**config.mk**
```make
export PLATFORM = sky130hd
export DESIGN_NAME = status_led_blink_override_controller_unit
export DESIGN_NICKNAME = d
export VERILOG_FILES = /design/src/design/slboc_pkg.sv /design/src/design/slboc_ctrl.sv /design/src/design/slboc_dp.sv /design/src/design/status_led_blink_override_controller_unit.sv
export SDC_FILE = /design/constraint.sdc
export NUM_CORES = 2
export LEC_CHECK = 0
export BUFFER_PORTS_ARGS = -buffer_cell sky130_fd_sc_hd__clkbuf_2
export CORE_MARGIN = 2
export CORE_UTILIZATION = 63
export CTS_BUF_LIST = sky130_fd_sc_hd__clkbuf_16
export DETAILED_ROUTE_END_ITERATION = 8
export PLACE_DENSITY = 0.8
export SYNTH_ARGS = -nofsm -noshare
export SYNTH_HDL_FRONTEND = slang
export SYNTH_HIERARCHICAL = 1
export SYNTH_SLANG_ARGS = --single-unit
export TNS_END_PERCENT = 5
```
**constraint.sdc**
```tcl
create_clock -name i_clk -period 11.1 [get_ports i_clk]
set_input_delay 3.33 -clock i_clk [delete_from_list [all_inputs] [get_ports i_clk]]
set_output_delay 3.33 -clock i_clk [all_outputs]
set_load 0.05 [all_outputs]
```
**src/design/slboc_pkg.sv**
```systemverilog
// ----------------------------------------------------------------------------
// slboc_pkg
// Shared constants, command codes and controller/datapath link types for the
// status LED blink and override controller.
// ----------------------------------------------------------------------------
package slboc_pkg;

    // number of LEDs by default, and how many of them a 3-bit pixel can reach
    localparam int NUM_LEDS_DEF  = 8;
    localparam int LED_ADDR_MAX  = 8;

    // field widths
    localparam int CMD_W   = 2;
    localparam int PIX_W   = 3;
    localparam int COLOR_W = 24;
    localparam int STYLE_W = 2;
    localparam int TIME_W  = 32;
    localparam int CHAN_W  = 8;
    localparam int PER_W   = 16;

    // configuration port
    localparam int CFG_IDX_W  = 2;
    localparam int CFG_DATA_W = 16;

    localparam logic [CFG_IDX_W-1:0] CFG_COMMON_ANODE = 2'd0;
    localparam logic [CFG_IDX_W-1:0] CFG_SLOW_PERIOD  = 2'd1;
    localparam logic [CFG_IDX_W-1:0] CFG_FAST_PERIOD  = 2'd2;

    localparam logic [PER_W-1:0] SLOW_PERIOD_RST = 16'd1000;
    localparam logic [PER_W-1:0] FAST_PERIOD_RST = 16'd250;

    // command codes
    localparam logic [CMD_W-1:0] CMD_TICK     = 2'd0;
    localparam logic [CMD_W-1:0] CMD_SET_BASE = 2'd1;
    localparam logic [CMD_W-1:0] CMD_SET_OVR  = 2'd2;
    localparam logic [CMD_W-1:0] CMD_UNUSED   = 2'd3;

    // style codes
    localparam logic [STYLE_W-1:0] STYLE_STEADY = 2'd0;
    localparam logic [STYLE_W-1:0] STYLE_SLOW   = 2'd1;
    localparam logic [STYLE_W-1:0] STYLE_FAST   = 2'd2;

    // controller to datapath
    typedef struct packed {
        logic latch_in;
        logic now_inc;
        logic clr_changed;
        logic exp_step;
        logic blk_step;
        logic set_base;
        logic set_ovr;
        logic emit_beat;
        logic idx_clr;
        logic idx_inc;
    } t_dp_cmd;

    // datapath to controller
    typedef struct packed {
        logic [CMD_W-1:0] cmd;
        logic             pix_ok;
        logic             show;
        logic             last_store;
        logic             last_led;
        logic             changed;
        logic             out_free;
    } t_dp_stat;

endpackage

```
**src/design/slboc_ctrl.sv**
```systemverilog
// ----------------------------------------------------------------------------
// slboc_ctrl
// Sequencer: decodes a command; a tick walks the LEDs for expiry and blink
// updates, then, when a refresh is due, the LEDs are walked again beat by beat.
// ----------------------------------------------------------------------------
module slboc_ctrl
    import slboc_pkg::*;
(
    input  logic     i_clk,
    input  logic     i_rst_n,
    input  logic     i_in_valid,
    output logic     o_in_stall,
    input  t_dp_stat i_stat,
    output t_dp_cmd  o_cmd
);

    typedef enum logic [2:0] {
        S_IDLE,
        S_DECODE,
        S_EXP,
        S_BLK,
        S_TICK_END,
        S_EMIT
    } t_state;

    t_state r_state;
    t_state n_state;
    logic   r_in_stall;
    logic   n_in_stall;

    always_comb begin
        n_state = r_state;
        o_cmd   = '0;
        case (r_state)
            S_IDLE: begin
                if (i_in_valid) begin
                    o_cmd.latch_in = 1'b1;
                    n_state        = S_DECODE;
                end
            end
            S_DECODE: begin
                case (i_stat.cmd)
                    CMD_TICK: begin
                        o_cmd.now_inc     = 1'b1;
                        o_cmd.clr_changed = 1'b1;
                        o_cmd.idx_clr     = 1'b1;
                        n_state           = S_EXP;
                    end
                    CMD_SET_BASE: begin
                        o_cmd.set_base = i_stat.pix_ok;
                        o_cmd.idx_clr  = 1'b1;
                        n_state        = (i_stat.pix_ok && i_stat.show) ? S_EMIT : S_IDLE;
                    end
                    CMD_SET_OVR: begin
                        o_cmd.set_ovr = i_stat.pix_ok;
                        o_cmd.idx_clr = 1'b1;
                        n_state       = i_stat.pix_ok ? S_EMIT : S_IDLE;
                    end
                    default: begin
                        n_state = S_IDLE;
                    end
                endcase
            end
            S_EXP: begin
                o_cmd.exp_step = 1'b1;
                n_state        = S_BLK;
            end
            S_BLK: begin
                o_cmd.blk_step = 1'b1;
                if (i_stat.last_store) begin
                    o_cmd.idx_clr = 1'b1;
                    n_state       = S_TICK_END;
                end else begin
                    o_cmd.idx_inc = 1'b1;
                    n_state       = S_EXP;
                end
            end
            S_TICK_END: begin
                n_state = i_stat.changed ? S_EMIT : S_IDLE;
            end
            S_EMIT: begin
                if (i_stat.out_free) begin
                    o_cmd.emit_beat = 1'b1;
                    if (i_stat.last_led) begin
                        n_state = S_IDLE;
                    end else begin
                        o_cmd.idx_inc = 1'b1;
                    end
                end
            end
            default: begin
                n_state = S_IDLE;
            end
        endcase
        n_in_stall = (n_state != S_IDLE);
    end

    always_ff @(posedge i_clk) begin
        if (!i_rst_n) begin
            r_state    <= S_IDLE;
            r_in_stall <= 1'b0;
        end else begin
            r_state    <= n_state;
            r_in_stall <= n_in_stall;
        end
    end

    assign o_in_stall = r_in_stall;

endmodule

```
**src/design/slboc_dp.sv**
```systemverilog
// ----------------------------------------------------------------------------
// slboc_dp
// Datapath: millisecond counter, per-LED base and override state, config
// registers, LED index counter and the output beat register.
// ----------------------------------------------------------------------------
module slboc_dp
    import slboc_pkg::*;
#(
    parameter int NUM_LEDS = NUM_LEDS_DEF
) (
    input  logic                  i_clk,
    input  logic                  i_rst_n,
    input  logic                  i_cfg_we,
    input  logic [CFG_IDX_W-1:0]  i_cfg_idx,
    input  logic [CFG_DATA_W-1:0] i_cfg_data,
    input  logic [CMD_W-1:0]      i_cmd,
    input  logic [PIX_W-1:0]      i_pixel,
    input  logic [COLOR_W-1:0]    i_color,
    input  logic [STYLE_W-1:0]    i_style,
    input  logic                  i_show_now,
    input  logic [TIME_W-1:0]     i_duration_ms,
    input  logic                  i_clear_on_change,
    input  t_dp_cmd               i_dcmd,
    output t_dp_stat              o_stat,
    input  logic                  i_out_stall,
    output logic                  o_out_valid,
    output logic [PIX_W-1:0]      o_led_index,
    output logic [CHAN_W-1:0]     o_red,
    output logic [CHAN_W-1:0]     o_green,
    output logic [CHAN_W-1:0]     o_blue,
    output logic                  o_last
);

    // only the LEDs a pixel number can reach hold state; the rest stay black
    localparam int STORE = (NUM_LEDS < LED_ADDR_MAX) ? NUM_LEDS : LED_ADDR_MAX;
    localparam int IW    = (NUM_LEDS > 1) ? $clog2(NUM_LEDS) : 1;
    localparam int SW    = (STORE > 1) ? $clog2(STORE) : 1;

    // config
    logic             r_common_anode;
    logic [PER_W-1:0] r_slow_period;
    logic [PER_W-1:0] r_fast_period;

    // latched command
    logic [CMD_W-1:0]   r_cmd;
    logic [PIX_W-1:0]   r_pixel;
    logic [COLOR_W-1:0] r_color;
    logic [STYLE_W-1:0] r_style;
    logic               r_show;
    logic [TIME_W-1:0]  r_dur;
    logic               r_clr;

    logic [TIME_W-1:0]  r_now;
    logic               r_changed;
    logic [IW-1:0]      r_idx;
    logic               r_out_valid;

    // output beat
    logic [PIX_W-1:0]   r_led_index;
    logic [CHAN_W-1:0]  r_red;
    logic [CHAN_W-1:0]  r_green;
    logic [CHAN_W-1:0]  r_blue;
    logic               r_last;

    logic [COLOR_W-1:0] r_base_color [STORE];
    logic [STYLE_W-1:0] r_base_style [STORE];
    logic [TIME_W-1:0]  r_base_last  [STORE];
    logic               r_base_phase [STORE];
    logic [TIME_W-1:0]  r_ovr_start  [STORE];
    logic [TIME_W-1:0]  r_ovr_len    [STORE];
    logic [COLOR_W-1:0] r_ovr_color  [STORE];
    logic [STYLE_W-1:0] r_ovr_style  [STORE];
    logic [TIME_W-1:0]  r_ovr_last   [STORE];
    logic               r_ovr_phase  [STORE];
    logic               r_ovr_clr    [STORE];

    logic [SW-1:0]      li;
    logic [SW-1:0]      pi;
    logic               in_store;
    logic               ovr_act;
    logic               exp_hit;
    logic [TIME_W-1:0]  ovr_age;
    logic [STYLE_W-1:0] act_style;
    logic [TIME_W-1:0]  act_last;
    logic               act_phase;
    logic [COLOR_W-1:0] act_color;
    logic [PER_W-1:0]   period;
    logic               blinks;
    logic [TIME_W-1:0]  since_toggle;
    logic               blk_hit;
    logic [COLOR_W-1:0] shown;
    logic [COLOR_W-1:0] drive;
    logic               out_free;

    assign li       = r_idx[SW-1:0];
    assign pi       = r_pixel[SW-1:0];
    assign in_store = ({1'b0, r_idx} < (IW+1)'(STORE));

    // state of the LED under the index
    always_comb begin
        ovr_act   = (r_ovr_len[li] != '0);
        ovr_age   = r_now - r_ovr_start[li];
        exp_hit   = ovr_act && (ovr_age >= r_ovr_len[li]);
        act_style = ovr_act ? r_ovr_style[li] : r_base_style[li];
        act_last  = ovr_act ? r_ovr_last[li]  : r_base_last[li];
        act_phase = ovr_act ? r_ovr_phase[li] : r_base_phase[li];
        act_color = ovr_act ? r_ovr_color[li] : r_base_color[li];
        case (act_style)
            STYLE_SLOW: begin
                period = r_slow_period;
                blinks = 1'b1;
            end
            STYLE_FAST: begin
                period = r_fast_period;
                blinks = 1'b1;
            end
            default: begin
                period = r_slow_period;
                blinks = 1'b0;
            end
        endcase
        since_toggle = r_now - act_last;
        blk_hit      = blinks && (since_toggle >= {{(TIME_W-PER_W){1'b0}}, period});
        // blink-off phase shows black; steady shows its colour
        if (in_store && (act_style == STYLE_STEADY || act_phase)) begin
            shown = act_color;
        end else begin
            shown = '0;
        end
        drive = r_common_anode ? ~shown : shown;
    end

    assign out_free = !r_out_valid || !i_out_stall;

    always_ff @(posedge i_clk) begin
        if (!i_rst_n) begin
            r_common_anode <= 1'b0;
            r_slow_period  <= SLOW_PERIOD_RST;
            r_fast_period  <= FAST_PERIOD_RST;
            r_now          <= '0;
            r_changed      <= 1'b0;
            r_idx          <= '0;
            r_out_valid    <= 1'b0;
            for (int k = 0; k < STORE; k++) begin
                r_base_color[k] <= '0;
                r_base_style[k] <= STYLE_STEADY;
                r_base_last[k]  <= '0;
                r_base_phase[k] <= 1'b0;
                r_ovr_start[k]  <= '0;
                r_ovr_len[k]    <= '0;
                r_ovr_color[k]  <= '0;
                r_ovr_style[k]  <= STYLE_STEADY;
                r_ovr_last[k]   <= '0;
                r_ovr_phase[k]  <= 1'b0;
                r_ovr_clr[k]    <= 1'b0;
            end
        end else begin
            if (i_cfg_we) begin
                case (i_cfg_idx)
                    CFG_COMMON_ANODE: r_common_anode <= i_cfg_data[0];
                    CFG_SLOW_PERIOD:  r_slow_period  <= i_cfg_data[PER_W-1:0];
                    CFG_FAST_PERIOD:  r_fast_period  <= i_cfg_data[PER_W-1:0];
                    default: begin
                    end
                endcase
            end

            if (i_dcmd.now_inc) begin
                r_now <= r_now + 1'b1;
            end
            if (i_dcmd.clr_changed) begin
                r_changed <= 1'b0;
            end

            if (i_dcmd.exp_step && exp_hit) begin
                r_ovr_len[li] <= '0;
                r_changed     <= 1'b1;
            end

            if (i_dcmd.blk_step && blk_hit) begin
                r_changed <= 1'b1;
                if (ovr_act) begin
                    r_ovr_last[li]  <= r_now;
                    r_ovr_phase[li] <= ~r_ovr_phase[li];
                end else begin
                    r_base_last[li]  <= r_now;
                    r_base_phase[li] <= ~r_base_phase[li];
                end
            end

            if (i_dcmd.set_base) begin
                r_base_color[pi] <= r_color;
                r_base_style[pi] <= r_style;
                if (r_ovr_len[pi] != '0 && r_ovr_clr[pi]) begin
                    r_ovr_len[pi] <= '0;
                end
            end

            if (i_dcmd.set_ovr) begin
                r_ovr_start[pi] <= r_now;
                r_ovr_len[pi]   <= r_dur;
                r_ovr_color[pi] <= r_color;
                r_ovr_style[pi] <= r_style;
                r_ovr_last[pi]  <= '0;
                r_ovr_phase[pi] <= 1'b0;
                r_ovr_clr[pi]   <= r_clr;
            end

            if (i_dcmd.idx_clr) begin
                r_idx <= '0;
            end else if (i_dcmd.idx_inc) begin
                r_idx <= r_idx + 1'b1;
            end

            if (i_dcmd.emit_beat) begin
                r_out_valid <= 1'b1;
            end else if (!i_out_stall) begin
                r_out_valid <= 1'b0;
            end
        end
    end

    // payload registers
    always_ff @(posedge i_clk) begin
        if (i_dcmd.latch_in) begin
            r_cmd   <= i_cmd;
            r_pixel <= i_pixel;
            r_color <= i_color;
            r_style <= i_style;
            r_show  <= i_show_now;
            r_dur   <= i_duration_ms;
            r_clr   <= i_clear_on_change;
        end
        if (i_dcmd.emit_beat) begin
            r_led_index <= PIX_W'(r_idx);
            r_red       <= drive[23:16];
            r_green     <= drive[15:8];
            r_blue      <= drive[7:0];
            r_last      <= (r_idx == IW'(NUM_LEDS - 1));
        end
    end

    assign o_out_valid = r_out_valid;
    assign o_led_index = r_led_index;
    assign o_red       = r_red;
    assign o_green     = r_green;
    assign o_blue      = r_blue;
    assign o_last      = r_last;

    always_comb begin
        o_stat.cmd        = r_cmd;
        o_stat.pix_ok     = ({4'b0, r_pixel} < 7'(NUM_LEDS));
        o_stat.show       = r_show;
        o_stat.last_store = (r_idx == IW'(STORE - 1));
        o_stat.last_led   = (r_idx == IW'(NUM_LEDS - 1));
        o_stat.changed    = r_changed;
        o_stat.out_free   = out_free;
    end

endmodule

```
**src/design/status_led_blink_override_controller_unit.sv**
```systemverilog
// ----------------------------------------------------------------------------
// status_led_blink_override_controller_unit
// Per-LED base colour/style with timed overrides, blink timing and refresh.
// ----------------------------------------------------------------------------
// Input channel (i_in_valid / o_in_stall) takes one command beat: a 1 ms tick,
// a base set or an override set. Output channel (o_out_valid / i_out_stall)
// gives a refresh of NUM_LEDS beats, LED 0 first, o_last on the final one.
// Commands are handled one at a time. A set command is followed by a refresh
// when one is due. A tick first gives each of the M = min(NUM_LEDS, 8)
// addressable LEDs an override expiry step and then a blink check; if any
// override expired or any blink phase toggled, a refresh follows.
// LEDs beyond the eighth cannot be addressed and always show black.
// The output beat sits in a register: while the receiver stalls the refresh
// walk waits on it, and the next command may be accepted as soon as the final
// beat is loaded. Config writes (i_cfg_we, i_cfg_idx, i_cfg_data) take effect
// at once and belong in idle time. Synchronous active-low reset clears all
// LED state and the ms counter, sets periods to 1000 and 250 ms, drops valid.
// ----------------------------------------------------------------------------
module status_led_blink_override_controller_unit
    import slboc_pkg::*;
#(
    parameter int NUM_LEDS = NUM_LEDS_DEF
) (
    input  logic                  i_clk,
    input  logic                  i_rst_n,
    input  logic                  i_cfg_we,
    input  logic [CFG_IDX_W-1:0]  i_cfg_idx,
    input  logic [CFG_DATA_W-1:0] i_cfg_data,
    input  logic                  i_in_valid,
    output logic                  o_in_stall,
    input  logic [CMD_W-1:0]      i_cmd,
    input  logic [PIX_W-1:0]      i_pixel,
    input  logic [COLOR_W-1:0]    i_color,
    input  logic [STYLE_W-1:0]    i_style,
    input  logic                  i_show_now,
    input  logic [TIME_W-1:0]     i_duration_ms,
    input  logic                  i_clear_on_change,
    output logic                  o_out_valid,
    input  logic                  i_out_stall,
    output logic [PIX_W-1:0]      o_led_index,
    output logic [CHAN_W-1:0]     o_red,
    output logic [CHAN_W-1:0]     o_green,
    output logic [CHAN_W-1:0]     o_blue,
    output logic                  o_last
);

    t_dp_cmd  dcmd;
    t_dp_stat dstat;

    slboc_ctrl u_ctrl (
        .i_clk      (i_clk),
        .i_rst_n    (i_rst_n),
        .i_in_valid (i_in_valid),
        .o_in_stall (o_in_stall),
        .i_stat     (dstat),
        .o_cmd      (dcmd)
    );

    slboc_dp #(
        .NUM_LEDS (NUM_LEDS)
    ) u_dp (
        .i_clk             (i_clk),
        .i_rst_n           (i_rst_n),
        .i_cfg_we          (i_cfg_we),
        .i_cfg_idx         (i_cfg_idx),
        .i_cfg_data        (i_cfg_data),
        .i_cmd             (i_cmd),
        .i_pixel           (i_pixel),
        .i_color           (i_color),
        .i_style           (i_style),
        .i_show_now        (i_show_now),
        .i_duration_ms     (i_duration_ms),
        .i_clear_on_change (i_clear_on_change),
        .i_dcmd            (dcmd),
        .o_stat            (dstat),
        .i_out_stall       (i_out_stall),
        .o_out_valid       (o_out_valid),
        .o_led_index       (o_led_index),
        .o_red             (o_red),
        .o_green           (o_green),
        .o_blue            (o_blue),
        .o_last            (o_last)
    );

endmodule

```
==> impl_summary.txt <==
----------------------------------------------------
[Outcome]
  Outcome ... finished, final reports clean

[Synthesis]
  Dominant cell type by area after synthesis ... sky130_fd_sc_hd__edfxtp_1
  Synth top area cells ... sky130_fd_sc_hd__edfxtp_1, sky130_fd_sc_hd__mux4_2, sky130_fd_sc_hd__and2_1
  Avg Synthesized Cell Area ... 13.3 µm²
  Post-synthesis cell area ... 78700 µm²
  Most numerous cell types in the synthesized netlist ... sky130_fd_sc_hd__edfxtp_1, sky130_fd_sc_hd__and2_1, sky130_fd_sc_hd__nand2_1
  Count of yosys warnings during synthesis ... 6
  Flops & latches, synth ... 1637
  Leading cell type by number of instances after synthesis ... sky130_fd_sc_hd__edfxtp_1
  Unique masters post-synth ... 95
  Post-synth ARST share ... 0%
  Most instantiated flip-flop cell in the synthesis netlist ... sky130_fd_sc_hd__edfxtp_1
  Synthesized Nets ... 6126
  EDFF count, synth ... 1277
  Fraction of synthesized cell area taken by the top area cell type ... 48.7%
  Share of the yosys chip area belonging to registers ... 57.9%
  Number of instances in the synthesized netlist ... 5921

[Clock tree]
  TritonCTS buffer count ... 168
  CTS Root Cell ... sky130_fd_sc_hd__clkbuf_16
  Cts hold-fix bufs ... 0
  Clock Path Buffers ... 3
  TritonCTS clock tree ... done
  Clk sinks ... 1637
  Buffer count from post-CTS setup fixing ... 0
  Worst skew pair latency ... 830 ps
  Clock input transition at the sequential cells of the worst setup and hold paths ... 60 ps
  Htree depth ... 4
  Number of gates resized after cts ... 0

[Detailed routing]
  Total via count in the routed design ... 50700
  Detailed-routing iteration count for the pre-antenna-repair pass ... 6
  DRC violation count after routing ... 0
  Average wire per cell in the routed design ... 29.1 µm
  Antenna-violating nets left ... 0
  Vias per std cell ... 6.66
  Total wire length after detailed routing ... 222000 µm
  DRC violation total after the first TritonRoute iteration ... 7400

[Setup path]
  Largest stage delay on the critical path ... 960 ps
  Slowest cell on the critical path ... sky130_fd_sc_hd__dfxtp_4
  Max Fanout on Critical Path ... 49
  Startpoint Class ... flop
  Element type at the critical path end ... flop
  Buf/Inv on CP ... 2
  CP arrival ... 10680 ps
  Cell class contributing the biggest share of worst-path delay ... simple AND/OR/NAND/NOR gates
  Most prevalent standard cell on the critical path ... sky130_fd_sc_hd__a21oi_1
  Required time at the endpoint of the critical path ... 11420 ps
  Critical Path Stages ... 26
  WS Path Type ... reg2reg
  Number of cells on the worst reg-to-reg path ... 26

[STA]
  Relative slew slack ... 14.8%
  Layout Skew ... 42.6 ps
  Hold Vio Cnt, Final ... 0
  Summed negative setup slack over all endpoints ... 0 ps
  Transition time at the pin with the least slew margin ... 1280 ps
  Period utilization ... 93.3%
  Setup violations, final ... 0
  Hold slack ... 453 ps
  RSZ-0062 raised after global routing ... no
  Minimum period implied by the final worst setup slack ... 10360 ps
  Max-slew violation count ... 0
  Highest Clock Rate ... 96.5 MHz

[Finish]
  Non-Filler Cell Area, Final ... 85900 µm²
  Utilization after layout ... 69.4%
  Multi-input combinational cell area ... 31200 µm²
  Post-layout net count ... 6046
  Relative area change from synthesis to final layout ... 9.16%
  # fillers ... 8145
  Area taken by flip-flops and latches ... 45600 µm²
  Proportion of layout cells with a drive suffix above 1 ... 17.0%

[Worst hold path]
  WHS Path Cells ... 2
  Class of the most critical hold timing path ... reg2reg

[Die]
  Area of the die ... 128000 µm²
  Cell Rows ... 129
  Horizontal die dimension ... 357 µm
  Starting density of the core ... 63.5%
  Core box area ... 124000 µm²
  I/O pin count ... 118
  Die Span Y ... 357 µm

[Pwr]
  Reported leakage power ... 32.2 nW
  Total power draw ... 12.8 mW
  Worst vdd rail ir drop ... 174 µV
  Power per cell area ... 149 nW/µm²

[Placement]
  Number of input and output port buffers inserted ... 117
  Cell area reported after detailed placement ... 80600 µm²
  HPWL reported at the end of detailed placement ... 136000 µm
  Final estimated routing congestion in global placement ... 1.03

[Global route]
  Congestion Overflow GR ... 0
  Total global routing track utilization ... 35.0%
  Global-route wire length before repair ... 327000 µm
  Via count of the first global-routing pass ... 50400
  Largest net degree at the start of global routing ... 153
  Antenna violations before repair ... 9

[Run]
  Total of max-cap violations ... 0

----------------------------------------------------
-- cells in the final DEF, fill, tap and decap left out, types with 30 or more instances in the layout --
| master | Yosys | final |
|---|---|---|
| sky130_fd_sc_hd__edfxtp_1 | 1277 | 1277 |
| sky130_fd_sc_hd__and2_1 | 1152 | 1152 |
| sky130_fd_sc_hd__nand2_1 | 696 | 696 |
| sky130_fd_sc_hd__mux4_2 | 423 | 423 |
| sky130_fd_sc_hd__mux2i_1 | 366 | 366 |
| sky130_fd_sc_hd__dfxtp_1 | 360 | 357 |
| sky130_fd_sc_hd__clkbuf_16 | 0 | 171 |
| sky130_fd_sc_hd__nor2_1 | 154 | 134 |
| sky130_fd_sc_hd__clkbuf_2 | 0 | 116 |
| sky130_fd_sc_hd__ha_1 | 115 | 115 |
| sky130_fd_sc_hd__buf_4 | 32 | 113 |
| sky130_fd_sc_hd__a21oi_1 | 106 | 105 |
| sky130_fd_sc_hd__inv_1 | 65 | 99 |
| sky130_fd_sc_hd__o21ai_0 | 80 | 72 |
| sky130_fd_sc_hd__xnor2_1 | 66 | 66 |
| sky130_fd_sc_hd__nand3_1 | 51 | 49 |
| sky130_fd_sc_hd__nor3_1 | 51 | 47 |
| sky130_fd_sc_hd__nor4_1 | 47 | 47 |
| sky130_fd_sc_hd__clkinv_1 | 1 | 44 |
| sky130_fd_sc_hd__a21o_1 | 41 | 41 |
| sky130_fd_sc_hd__xor2_1 | 36 | 36 |
| sky130_fd_sc_hd__nand4_1 | 33 | 33 |
| sky130_fd_sc_hd__clkinv_2 | 0 | 32 |
| sky130_fd_sc_hd__and2_4 | 30 | 30 |
-- metrics by stage --
stage	cells	setup slack (ps)
2_1_floorplan	5921	2200
3_3_place_gp	7308	1010
3_5_place_dp	7308	884
4_1_cts	7616	824
5_1_grt	7616	261
6_report	7617	739
-- tightest hold or removal path, delay by kind of cell (launching register included) --
family,cells,cell delay [ps]
AO/OA/AOI/OAI,1,50
flip-flops,1,310
AND/OR/NAND/NOR,1,50
-- path summary, 6_finish.rpt --
kind	startpoint	endpoint	slack, ps
min reg2reg	u_dp/r_fast_period[8]	u_dp/r_fast_period[8]	450
max	flop	u_dp/r_base_last[0][19]	740
max reg2reg	flop	u_dp/r_base_last[0][19]	740
min	u_dp/r_fast_period[8]	u_dp/r_fast_period[8]	450
-- metal layers --
| metal | GRT usage, % | routed length, µm |
|---|---|---|
| met2 | 53.9 | 102000 |
| met5 | 0 | 97 |
| met4 | 17.5 | 12100 |
| met1 | 47.4 | 81300 |
| met3 | 7.83 | 26500 |
-- state kept, by name, summed over array words and instances (netlist names), 16 cells and up, named ones only --
register and flops:
u_dp/r_slow_period 16, u_dp/r_base_style 16, u_dp/r_dur 32, u_dp/r_ovr_last 256, u_dp/r_base_last 256, u_dp/r_base_color 192, u_dp/r_color 24, u_dp/r_ovr_color 192
u_dp/r_ovr_start 256, u_dp/r_ovr_len 256, u_dp/r_fast_period 16, u_dp/r_ovr_style 16, u_dp/r_now 32
-- cell type report --
cell class | count | share of cell area [%]
Clock buffer | 171 | 4.98
Sequential cell | 1637 | 53.1
Multi-Input combinational cell | 3733 | 36.4
Antenna cell | 1 | 0.00291
Timing Repair Buffer | 234 | 1.78
Inverter | 67 | 0.305
Clock inverter | 137 | 1.13
Tap cell | 1637 | 2.39
-- kinds of logic (layout without fill, tap and decap cells) --
logic type	Yosys count	after routing	share of synthesized area [%]
mux	795	795	16.9
fa+ha+maj	117	117	1.88
buf+inv	551	609	2.89
simple gates	2360	2360	16.3
compound gates	358	358	2.99
xor+xnor	102	102	1.14
other cells	1	2	0.00477
flops	1637	1637	57.9
-- report_power, final --
part / internal (mW) / switching, mW
clock network: 3.01 / 2.40
logic: 0.170 / 0.333
registers: 6.78 / 0.134
Power figures use the tool's default switching activity.
